`src/design/sva_pkg.sv`:
```
// Shared types and constants for the voice allocator.
// No dependencies.
package sva_pkg;

  typedef enum logic [2:0] {
    MODE_POLY    = 3'd0,
    MODE_LAST    = 3'd1,
    MODE_FIRST   = 3'd2,
    MODE_HIGHEST = 3'd3,
    MODE_LOWEST  = 3'd4,
    MODE_LEGATO  = 3'd5
  } mode_t;

  localparam logic KIND_ON  = 1'b0;
  localparam logic KIND_OFF = 1'b1;

  typedef enum logic [3:0] {
    ST_IDLE,
    ST_HPUSH_RD,    // full history: shift read phase
    ST_HPUSH_WR,
    ST_HERASE_RD,   // compaction read
    ST_HERASE_WR,
    ST_HPICK_RD,    // scan history for resume pick
    ST_HPICK_DO,
    ST_HPICK_FETCH,
    ST_HPICK_GOT,
    ST_VSCAN,       // voice scan, one voice per cycle while the output is free
    ST_EMIT,        // wait for output slot
    ST_PICK,        // pick voice (oldest free, else oldest playing) over cycles
    ST_START
  } state_t;

endpackage

```
`src/design/sva_ram.sv`:
```
// Generic single-port-write, one-read synchronous RAM, registered read.
// No dependencies.
module sva_ram #(
  parameter int WIDTH = 8,
  parameter int DEPTH = 16
) (
  input  logic                     clk,
  input  logic                     we,
  input  logic [$clog2(DEPTH)-1:0] waddr,
  input  logic [WIDTH-1:0]         wdata,
  input  logic [$clog2(DEPTH)-1:0] raddr,
  output logic [WIDTH-1:0]         rdata
);
  logic [WIDTH-1:0] mem [DEPTH];

  always_ff @(posedge clk) begin
    if (we) mem[waddr] <= wdata;
    rdata <= mem[raddr];
  end
endmodule

```
`src/design/synth_voice_allocator_core.sv`:
```
// Polyphonic/mono voice allocator. One event word in, up to VOICES+1 command
// words out. Voice state (active, pitch, stamp) lives in flip-flops, one entry
// per voice, scanned one voice per cycle while the output is not stalled; the
// held-note history is a RAM with registered read. Steps per event: poly
// note-on picks a voice and starts it; poly note-off scans the voices; mono
// note-on pushes the history (shifting it when full), then scans the voices,
// picks one and starts it; mono note-off erases the note from the history and
// scans the voices, and when a held note is resumed adds pick scan, fetch,
// voice pick and start. A consumer stall on a pending word holds the state.
// Depends on sva_pkg and sva_ram.
module synth_voice_allocator_core
  import sva_pkg::*;
#(
  parameter int VOICES        = 8,
  parameter int HISTORY_DEPTH = 16
) (
  input  logic       clk,
  input  logic       rst_n,
  input  logic       cfg_valid,
  output logic       cfg_ready,
  input  logic [2:0] cfg_priority_mode,
  input  logic       in_valid,
  output logic       in_ready,
  input  logic       in_kind,
  input  logic [6:0] in_note,
  input  logic [6:0] in_velocity,
  output logic       out_valid,
  input  logic       out_ready,
  output logic [2:0] out_voice,
  output logic       out_start_res,
  output logic [6:0] out_pitch,
  output logic [6:0] out_strength,
  output logic       out_retrigger,
  output logic       out_last
);
  localparam int VW = $clog2(VOICES);
  localparam int HW = $clog2(HISTORY_DEPTH);
  localparam int CW = $clog2(HISTORY_DEPTH + 1);

  // voice bank
  logic [VOICES-1:0] act_r;
  logic [6:0]        vp_r  [VOICES];
  logic [15:0]       vs_r  [VOICES];
  logic [15:0]       stamp_r;
  logic [6:0]        mono_r;
  logic [2:0]        mode_r;
  logic [CW-1:0]     cnt_r;

  state_t st_r, st_nxt;
  logic          kind_r;
  logic [6:0]    note_r, vel_r;
  logic [CW-1:0] rp_r, wp_r;          // history read / write pointers
  logic [VW:0]   vi_r;                // voice scan index
  logic          stopped_r;
  logic [HW-1:0] pk_r;                // resume pick index
  logic [6:0]    pkn_r;
  logic [VW-1:0] best_r;
  logic [15:0]   bage_r;
  logic          bfree_r;
  logic          retrig_r;
  logic [6:0]    snote_r, svel_r;     // note to start

  // output register
  logic       ov_r;
  logic [2:0] ovo_r;
  logic       ost_r, ort_r, ola_r;
  logic [6:0] op_r, os_r;

  // history RAM
  logic          h_we;
  logic [HW-1:0] h_wa, h_ra;
  logic [13:0]   h_wd, h_rd;

  sva_ram #(.WIDTH(14), .DEPTH(HISTORY_DEPTH)) u_hist (
    .clk(clk), .we(h_we), .waddr(h_wa), .wdata(h_wd), .raddr(h_ra), .rdata(h_rd)
  );

  logic out_free;
  assign out_free = !ov_r || out_ready;
  assign in_ready = (st_r == ST_IDLE);
  assign cfg_ready = (st_r == ST_IDLE) && !in_valid;

  assign out_valid     = ov_r;
  assign out_voice     = ovo_r;
  assign out_start_res = ost_r;
  assign out_pitch     = op_r;
  assign out_strength  = os_r;
  assign out_retrigger = ort_r;
  assign out_last      = ola_r;

  logic is_poly;
  assign is_poly = (mode_r == MODE_POLY);

  logic [VW-1:0] vi;
  assign vi = vi_r[VW-1:0];
  logic [15:0] age_cur;
  assign age_cur = stamp_r - vs_r[vi];

  logic [CW-1:0] cnt_after_push;
  assign cnt_after_push = (cnt_r >= CW'(HISTORY_DEPTH)) ? cnt_r : cnt_r + 1'b1;

  // mono note-on ignore test, on the count after the push
  logic ignore_on;
  always_comb begin
    ignore_on = 1'b0;
    if (cnt_after_push > CW'(1)) begin
      case (mode_r)
        MODE_FIRST:   ignore_on = 1'b1;
        MODE_HIGHEST: ignore_on = note_r < mono_r;
        MODE_LOWEST:  ignore_on = note_r > mono_r;
        default:      ignore_on = 1'b0;
      endcase
    end
  end

  logic resume_ok;
  assign resume_ok = (mode_r == MODE_LAST) || (mode_r == MODE_FIRST) ||
                     (mode_r == MODE_HIGHEST) || (mode_r == MODE_LOWEST);

  // voice scan action for current index
  logic scan_emit;
  always_comb begin
    if (kind_r == KIND_ON) scan_emit = 1'b1;
    else scan_emit = act_r[vi] && vp_r[vi] == note_r;
  end
  // another playing voice above the scan index holds the released note
  logic later_match;
  always_comb begin
    later_match = 1'b0;
    for (int j = 0; j < VOICES; j++)
      if (j > int'(vi_r) && act_r[j] && vp_r[j] == note_r) later_match = 1'b1;
  end
  logic scan_end_after;  // this emit ends the event
  assign scan_end_after = (kind_r == KIND_OFF) &&
    (is_poly || (!later_match && !(cnt_r != '0 && resume_ok)));

  // a command word is loaded this cycle
  logic emit_now;
  assign emit_now = out_free && ((st_r == ST_VSCAN && scan_emit) || st_r == ST_START);

  // next state
  always_comb begin
    st_nxt = st_r;
    case (st_r)
      ST_IDLE: if (in_valid) begin
        if (mode_r == MODE_POLY)
          st_nxt = (in_kind == KIND_ON) ? ST_PICK : ST_VSCAN;
        else if (in_kind == KIND_ON)
          st_nxt = (cnt_r >= CW'(HISTORY_DEPTH)) ? ST_HPUSH_RD : ST_HPUSH_WR;
        else
          st_nxt = ST_HERASE_RD;
      end
      ST_HPUSH_RD: st_nxt = ST_HPUSH_WR;
      ST_HPUSH_WR: begin
        if (rp_r != '0 && rp_r < CW'(HISTORY_DEPTH)) st_nxt = ST_HPUSH_WR;
        else st_nxt = ignore_on ? ST_IDLE : ST_VSCAN;
      end
      ST_HERASE_RD: st_nxt = (rp_r >= cnt_r) ? ST_VSCAN : ST_HERASE_WR;
      ST_HERASE_WR: st_nxt = ST_HERASE_RD;
      ST_VSCAN: begin
        if (scan_emit && !out_free) st_nxt = ST_VSCAN;
        else if (kind_r == KIND_OFF && is_poly && scan_emit) st_nxt = ST_IDLE;
        else if (vi_r == (VW+1)'(VOICES-1)) begin
          if (kind_r == KIND_ON) st_nxt = ST_PICK;
          else if (is_poly) st_nxt = ST_IDLE;
          else if ((stopped_r || scan_emit) && cnt_r != '0 && resume_ok)
            st_nxt = ST_HPICK_RD;
          else st_nxt = ST_IDLE;
        end
      end
      ST_HPICK_RD:  st_nxt = ST_HPICK_DO;
      ST_HPICK_DO:  st_nxt = (rp_r >= cnt_r) ? ST_HPICK_FETCH : ST_HPICK_DO;
      ST_HPICK_FETCH: st_nxt = ST_HPICK_GOT;
      ST_HPICK_GOT: st_nxt = ST_PICK;
      ST_PICK: st_nxt = (vi_r == (VW+1)'(VOICES-1)) ? ST_START : ST_PICK;
      ST_START: st_nxt = out_free ? ST_IDLE : ST_START;
      default: st_nxt = ST_IDLE;
    endcase
  end

  // history port control
  always_comb begin
    h_we = 1'b0;
    h_wa = '0;
    h_wd = {note_r, vel_r};
    h_ra = rp_r[HW-1:0];
    case (st_r)
      ST_IDLE: h_ra = '0;
      ST_HPUSH_RD: h_ra = HW'(1);
      ST_HPUSH_WR: begin
        h_we = 1'b1;
        if (rp_r != '0 && rp_r < CW'(HISTORY_DEPTH)) begin
          h_wa = HW'(rp_r - 1'b1);
          h_wd = h_rd;
          h_ra = HW'(rp_r + 1'b1);
        end else begin
          h_wa = HW'(cnt_after_push - 1'b1);
        end
      end
      ST_HERASE_WR: begin
        h_we = (h_rd[13:7] != note_r);
        h_wa = wp_r[HW-1:0];
        h_wd = h_rd;
      end
      ST_HPICK_RD: h_ra = '0;
      ST_HPICK_DO: h_ra = HW'(rp_r);
      ST_HPICK_FETCH: h_ra = pk_r;
      default: ;
    endcase
  end

  logic better;
  always_comb begin
    better = (vi_r == '0) || (!act_r[vi] && !bfree_r) ||
             ((!act_r[vi]) == bfree_r && age_cur > bage_r);
  end

  always_ff @(posedge clk) begin
    if (!rst_n) begin
      st_r <= ST_IDLE; mode_r <= MODE_POLY; cnt_r <= '0; act_r <= '0;
      stamp_r <= '0; mono_r <= '0; ov_r <= 1'b0;
      for (int i = 0; i < VOICES; i++) begin vp_r[i] <= '0; vs_r[i] <= '0; end
    end else begin
      st_r <= st_nxt;
      if (emit_now) ov_r <= 1'b1;
      else if (out_ready) ov_r <= 1'b0;
      if (cfg_valid && cfg_ready) begin
        if (cfg_priority_mode != mode_r) cnt_r <= '0;
        mode_r <= cfg_priority_mode;
      end
      case (st_r)
        ST_IDLE: if (in_valid) begin
          kind_r <= in_kind; note_r <= in_note; vel_r <= in_velocity;
          vi_r <= '0; stopped_r <= 1'b0; retrig_r <= 1'b0;
          snote_r <= in_note; svel_r <= in_velocity;
          rp_r <= (mode_r != MODE_POLY && in_kind == KIND_ON &&
                   cnt_r >= CW'(HISTORY_DEPTH)) ? CW'(1) : '0;
          wp_r <= '0;
        end
        ST_HPUSH_RD: ;
        ST_HPUSH_WR: begin
          if (rp_r != '0 && rp_r < CW'(HISTORY_DEPTH)) rp_r <= rp_r + 1'b1;
          else begin
            rp_r <= '0;
            cnt_r <= cnt_after_push;
          end
        end
        ST_HERASE_RD: if (rp_r >= cnt_r) cnt_r <= wp_r;
        ST_HERASE_WR: begin
          rp_r <= rp_r + 1'b1;
          if (h_rd[13:7] != note_r) wp_r <= wp_r + 1'b1;
        end
        ST_VSCAN: begin
          if (!(scan_emit && !out_free)) begin
            if (scan_emit) begin
              ovo_r <= 3'(vi); ost_r <= 1'b0;
              op_r <= (kind_r == KIND_ON) ? vp_r[vi] : note_r;
              os_r <= '0; ort_r <= 1'b0; ola_r <= scan_end_after;
              act_r[vi] <= 1'b0; stopped_r <= 1'b1;
            end
            vi_r <= (vi_r == (VW+1)'(VOICES-1)) ? '0 : vi_r + 1'b1;
            if (kind_r == KIND_ON && vi_r == (VW+1)'(VOICES-1)) mono_r <= note_r;
          end
        end
        ST_HPICK_RD: begin rp_r <= '0; pk_r <= '0; end
        ST_HPICK_DO: begin
          // h_rd holds entry rp_r-1 once rp_r >= 1
          if (rp_r != '0) begin
            if (rp_r == CW'(1)) pkn_r <= h_rd[13:7];
            else case (mode_r)
              MODE_LAST: begin pk_r <= HW'(rp_r - 1'b1); pkn_r <= h_rd[13:7]; end
              MODE_HIGHEST: if (h_rd[13:7] > pkn_r) begin
                pk_r <= HW'(rp_r - 1'b1); pkn_r <= h_rd[13:7];
              end
              MODE_LOWEST: if (h_rd[13:7] < pkn_r) begin
                pk_r <= HW'(rp_r - 1'b1); pkn_r <= h_rd[13:7];
              end
              default: ;
            endcase
          end
          rp_r <= rp_r + 1'b1;
        end
        ST_HPICK_FETCH: ;
        ST_HPICK_GOT: begin
          snote_r <= h_rd[13:7]; svel_r <= h_rd[6:0]; mono_r <= h_rd[13:7];
          retrig_r <= 1'b1; vi_r <= '0;
        end
        ST_PICK: begin
          if (better) begin best_r <= vi; bage_r <= age_cur; bfree_r <= !act_r[vi]; end
          vi_r <= (vi_r == (VW+1)'(VOICES-1)) ? '0 : vi_r + 1'b1;
        end
        ST_START: if (out_free) begin
          ovo_r <= 3'(best_r); ost_r <= 1'b1; op_r <= snote_r;
          os_r <= svel_r; ort_r <= retrig_r; ola_r <= 1'b1;
          stamp_r <= stamp_r + 1'b1; vs_r[best_r] <= stamp_r + 1'b1;
          act_r[best_r] <= 1'b1; vp_r[best_r] <= snote_r;
        end
        default: ;
      endcase
    end
  end

  // history count never passes the depth
  a_cnt: assert property (@(posedge clk) disable iff (!rst_n)
    cnt_r <= CW'(HISTORY_DEPTH)) else $error("history count overflow");
  // a start word always ends its event
  a_start_last: assert property (@(posedge clk) disable iff (!rst_n)
    (ov_r && ost_r) |-> ola_r) else $error("start not last");
  // no new event while busy
  a_idle_in: assert property (@(posedge clk) disable iff (!rst_n)
    in_ready |-> st_r == ST_IDLE) else $error("ready outside idle");
endmodule
```
`config.mk`:
```
export PLATFORM = sky130hd
export DESIGN_NAME = synth_voice_allocator_core
export DESIGN_NICKNAME = d
export VERILOG_FILES = /design/src/design/sva_pkg.sv /design/src/design/sva_ram.sv /design/src/design/synth_voice_allocator_core.sv
export SDC_FILE = /design/constraint.sdc
export NUM_CORES = 1
export LEC_CHECK = 0
export BUFFER_PORTS_ARGS = -buffer_cell sky130_fd_sc_hd__buf_2
export CORE_ASPECT_RATIO = 0.8
export CORE_MARGIN = 2
export CORE_UTILIZATION = 50
export CTS_CLUSTER_DIAMETER = 100
export DETAILED_ROUTE_END_ITERATION = 10
export PLACE_DENSITY = 0.67
export SETUP_SLACK_MARGIN = 0.2
export SYNTH_ARGS = -nofsm -noshare
export SYNTH_HDL_FRONTEND = slang
export SYNTH_HIERARCHICAL = 1
export SYNTH_SLANG_ARGS = --single-unit
```
`constraint.sdc`:
```
create_clock -name clk -period 16.35 [get_ports clk]
set_input_delay 2.4525 -clock clk [delete_from_list [all_inputs] [get_ports clk]]
set_output_delay 2.4525 -clock clk [all_outputs]
set_load 0.02 [all_outputs]
```
==> flow_summary.ini <==
[outcome]
status = completed

[global_routing]
use_met3 = 0.06567
grt_usage = 0.2382
met1_usage = 0.3844
grt_max_degree = 57
grt_util_met2 = 0.3181
grt_overflow_total = 0
grt_pass1_wl_um = 95940
antenna_found_initial = 2
grt_pass1_vias = 15240
busiest_layer = met1

[sta]
relSlewSlack = 0.1071
finalSetupViolations = 0
layout_min_cycle_time_ps = 6187
drv_slew = 0
final_hold_viol_count = 0
rsz0062_at_grt = false
fin_crit_sh = 0.3784
fmax_mhz = 161.6
fin_skew_ps = 64.76
tightest_slew_ps = 1329
setup_tns_ps = 0

[detailed_routing]
drt_pre_antenna_iters = 5
via_per_inst = 6.056
drc_errors = 0
first_iter_violations = 1784
ant_nets = 0
routed_wl_um = 63830
dr_total_vias = 16000
wl_per_cell_um = 24.16

[cts]
hold_buffers = 0
clk-insertion-delay-late_ps = 670
cts-resized-gates = 0
cts_sinks = 565
cts_made_buffers = 55
cts_root_buf = clkbuf_16
clk_path_buf_depth = 3
cts_tree = built
cts_setup_buffers = 0
clk_pin_slew_ps = 60
cts_max_level = 2

[floorplanning]
io_pins = 46
die_w_um = 259.2
die_h_um = 208.1
die_area_um2 = 53940
core_area_um2 = 51290
initial_core_util = 0.5078
rows = 74

[logic_synthesis]
synth_area_um2 = 26050
ys_types = 74
ys.flop_type = edfxtp_1
ys_seq_area_frac = 0.6279
syn_nets = 1958
synthArstFlopShare = 0
ys_ff_latch = 565
netlist_instances = 1869
yosys_warnings = 6
synth-edff-count = 504
synth_area_per_cell_um2 = 13.94

[layout]
syn_to_final_growth_pct = 11.01
final_cell_area_um2 = 28920
final_cell_mix = 504 x edfxtp_1, 214 x nor2_1, 114 x nand2_1, 98 x mux4_2, 76 x xnor2_1
layout_commonest_cell = edfxtp_1
nets = 2000
drive_gt1_frac = 0.1660
antennaDiodeCount = 0

[min_path]
min-delay-start = mono_r[2]
hold_class = register to register

[critical_path]
cp_max_fo = 40
cp-start-kind = register
end_kind = register
crit_path_end = best_r[1]
timing.rr.end = best_r[1]
worstPathRequired_ps = 16660
r2r_slack_ps = 10160
worstPathArrival_ps = 6500
crit_type = register to register
reg2reg_depth = 17

[power_and_ir_drop]
p_per_area_nw_per_um2 = 146.5
seqPwrFrac = 0.435
power_switching_share = 0.3046
p_switching_w = 0.001290
pwr-share-comb = 0.256
p_int_w = 0.002946
p_leak_nw = 9.982
ir_worst_vdd_mv = 0.1211
p_clk_frac = 0.308

[placed_design]
dp_hpwl_um = 42520
dpl_cell_area_um2 = 27030
io_buffers = 45
gp_congestion = 0.8929

[flow_run]
maxCapViolCount = 0
worst min path at each step:
stage / cells past startpoint / to
CTS: 2 / mono_r[3]
detailed placement: 2 / mono_r[2]
global route: 2 / mono_r[2]
global placement: 2 / mono_r[6]
floorplan: 2 / mono_r[1]
finish: 2 / mono_r[2]
flip-flops by register name (all words and copies together) (netlist names), 5 cells and up, named ones only:
name / cells
u_hist/mem: 224
vs_r: 128
stamp_r: 16
act_r: 8
vel_r: 7
vp_r: 56
mono_r: 7
pkn_r: 7
snote_r: 7
u_hist/rdata: 14
note_r: 7
svel_r: 7
bage_r: 16
out_strength: 7
cnt_r: 5
rp_r: 5
out_pitch: 7
wp_r: 5
cells by family after synthesis:
family / count (synthesis) / share of synthesized area
flip-flops: 565 / 0.6279
AND/OR/NAND/NOR: 563 / 0.1019
AO/OA/AOI/OAI: 235 / 0.06048
multiplexers: 165 / 0.1128
buffers and inverters: 156 / 0.02484
XOR/XNOR: 119 / 0.04002
adder cells (fa/ha/maj): 66 / 0.03199
synth_stat cells, types with 4 or more instances:
cell type	count	area, um^2
edfxtp_1	504	15130
nor2_1	216	810.8
nand2_1	114	427.9
mux4_2	98	2207
xnor2_1	76	665.6
ha_1	65	813.3
inv_1	64	240.2
a21oi_1	61	305.3
dfxtp_1	61	1221
and2_1	60	375.4
clkbuf_1	56	210.2
xor2_1	43	376.6
o21ai_0	41	205.2
a22oi_1	39	292.8
mux2_2	33	371.6
mux2i_1	30	300.3
nand3_1	30	150.1
nor3_1	29	145.1
and3_1	28	175.2
nor2b_1	22	137.6
nand4_1	20	125.1
a21o_1	17	127.6
buf_1	17	63.81
a211oi_1	13	97.59
buf_2	10	50.05
nand2b_1	10	62.56
or3_1	8	50.05
a31oi_1	7	43.79
or2_2	7	43.79
buf_6	6	67.56
nor4_1	6	37.54
o211ai_1	5	37.54
a221oi_1	4	35.03
a41oi_1	4	35.03
o21a_1	4	30.03
worst max-delay path: stages (launching register included):
cell	delay, ps
dfxtp_2	310
buf_4	570
mux4_2	610
mux2i_1	440
ha_1	380
a2111o_1	420
o221ai_1	330
o21ai_0	200
o211a_1	260
a311oi_1	310
xnor2_1	160
ha_1	320
nand4_1	80
or2_2	310
o211ai_1	180
a21oi_1	70
a211oi_2	510
buf_4	330
final cells by class:
type | count | area [um^2]
clock inverter | 29 | 349.1
tap | 684 | 855.8
multi-input combinational | 1148 | 9115
sequential | 565 | 16360
clock buffer | 75 | 1538
timing repair buffer | 75 | 450.4
fill | 4047 | 22380
inverter | 66 | 247.7
layer usage:
metal | part of all wire | vias up
met1 | 0.47 | 8041
met4 | 0.016 | 4
li1 | - | 7105
met5 | 0.00047 | -
met2 | 0.40 | 763
met3 | 0.11 | 86
through the flow:
step           instances  hold slack [ps]  total power (W)  worst slack (ps)  utilization
2_1_floorplan       1869            431.9         0.002651              9795            -
6_report            2642            453.9         0.004236             10160       0.5637
3_3_place_gp        2538            440.1         0.002934             10000       0.5269
3_5_place_dp        2538            449.3         0.002950              9879       0.5269
4_1_cts             2642            458.5         0.004250             10150       0.5637
5_1_grt             2642            467.1         0.004411              9783       0.5637
power groups by stage:
stage                     sequential [W]  combinational (W)  clock [W]
after floorplan                  0.00180           0.000856          0
after global placement           0.00187            0.00106          0
after detailed placement         0.00187            0.00108          0
after CTS                        0.00184            0.00109    0.00132
after global routing             0.00185            0.00118    0.00137
final                            0.00184            0.00109    0.00131
Power figures use the tool's default switching activity.
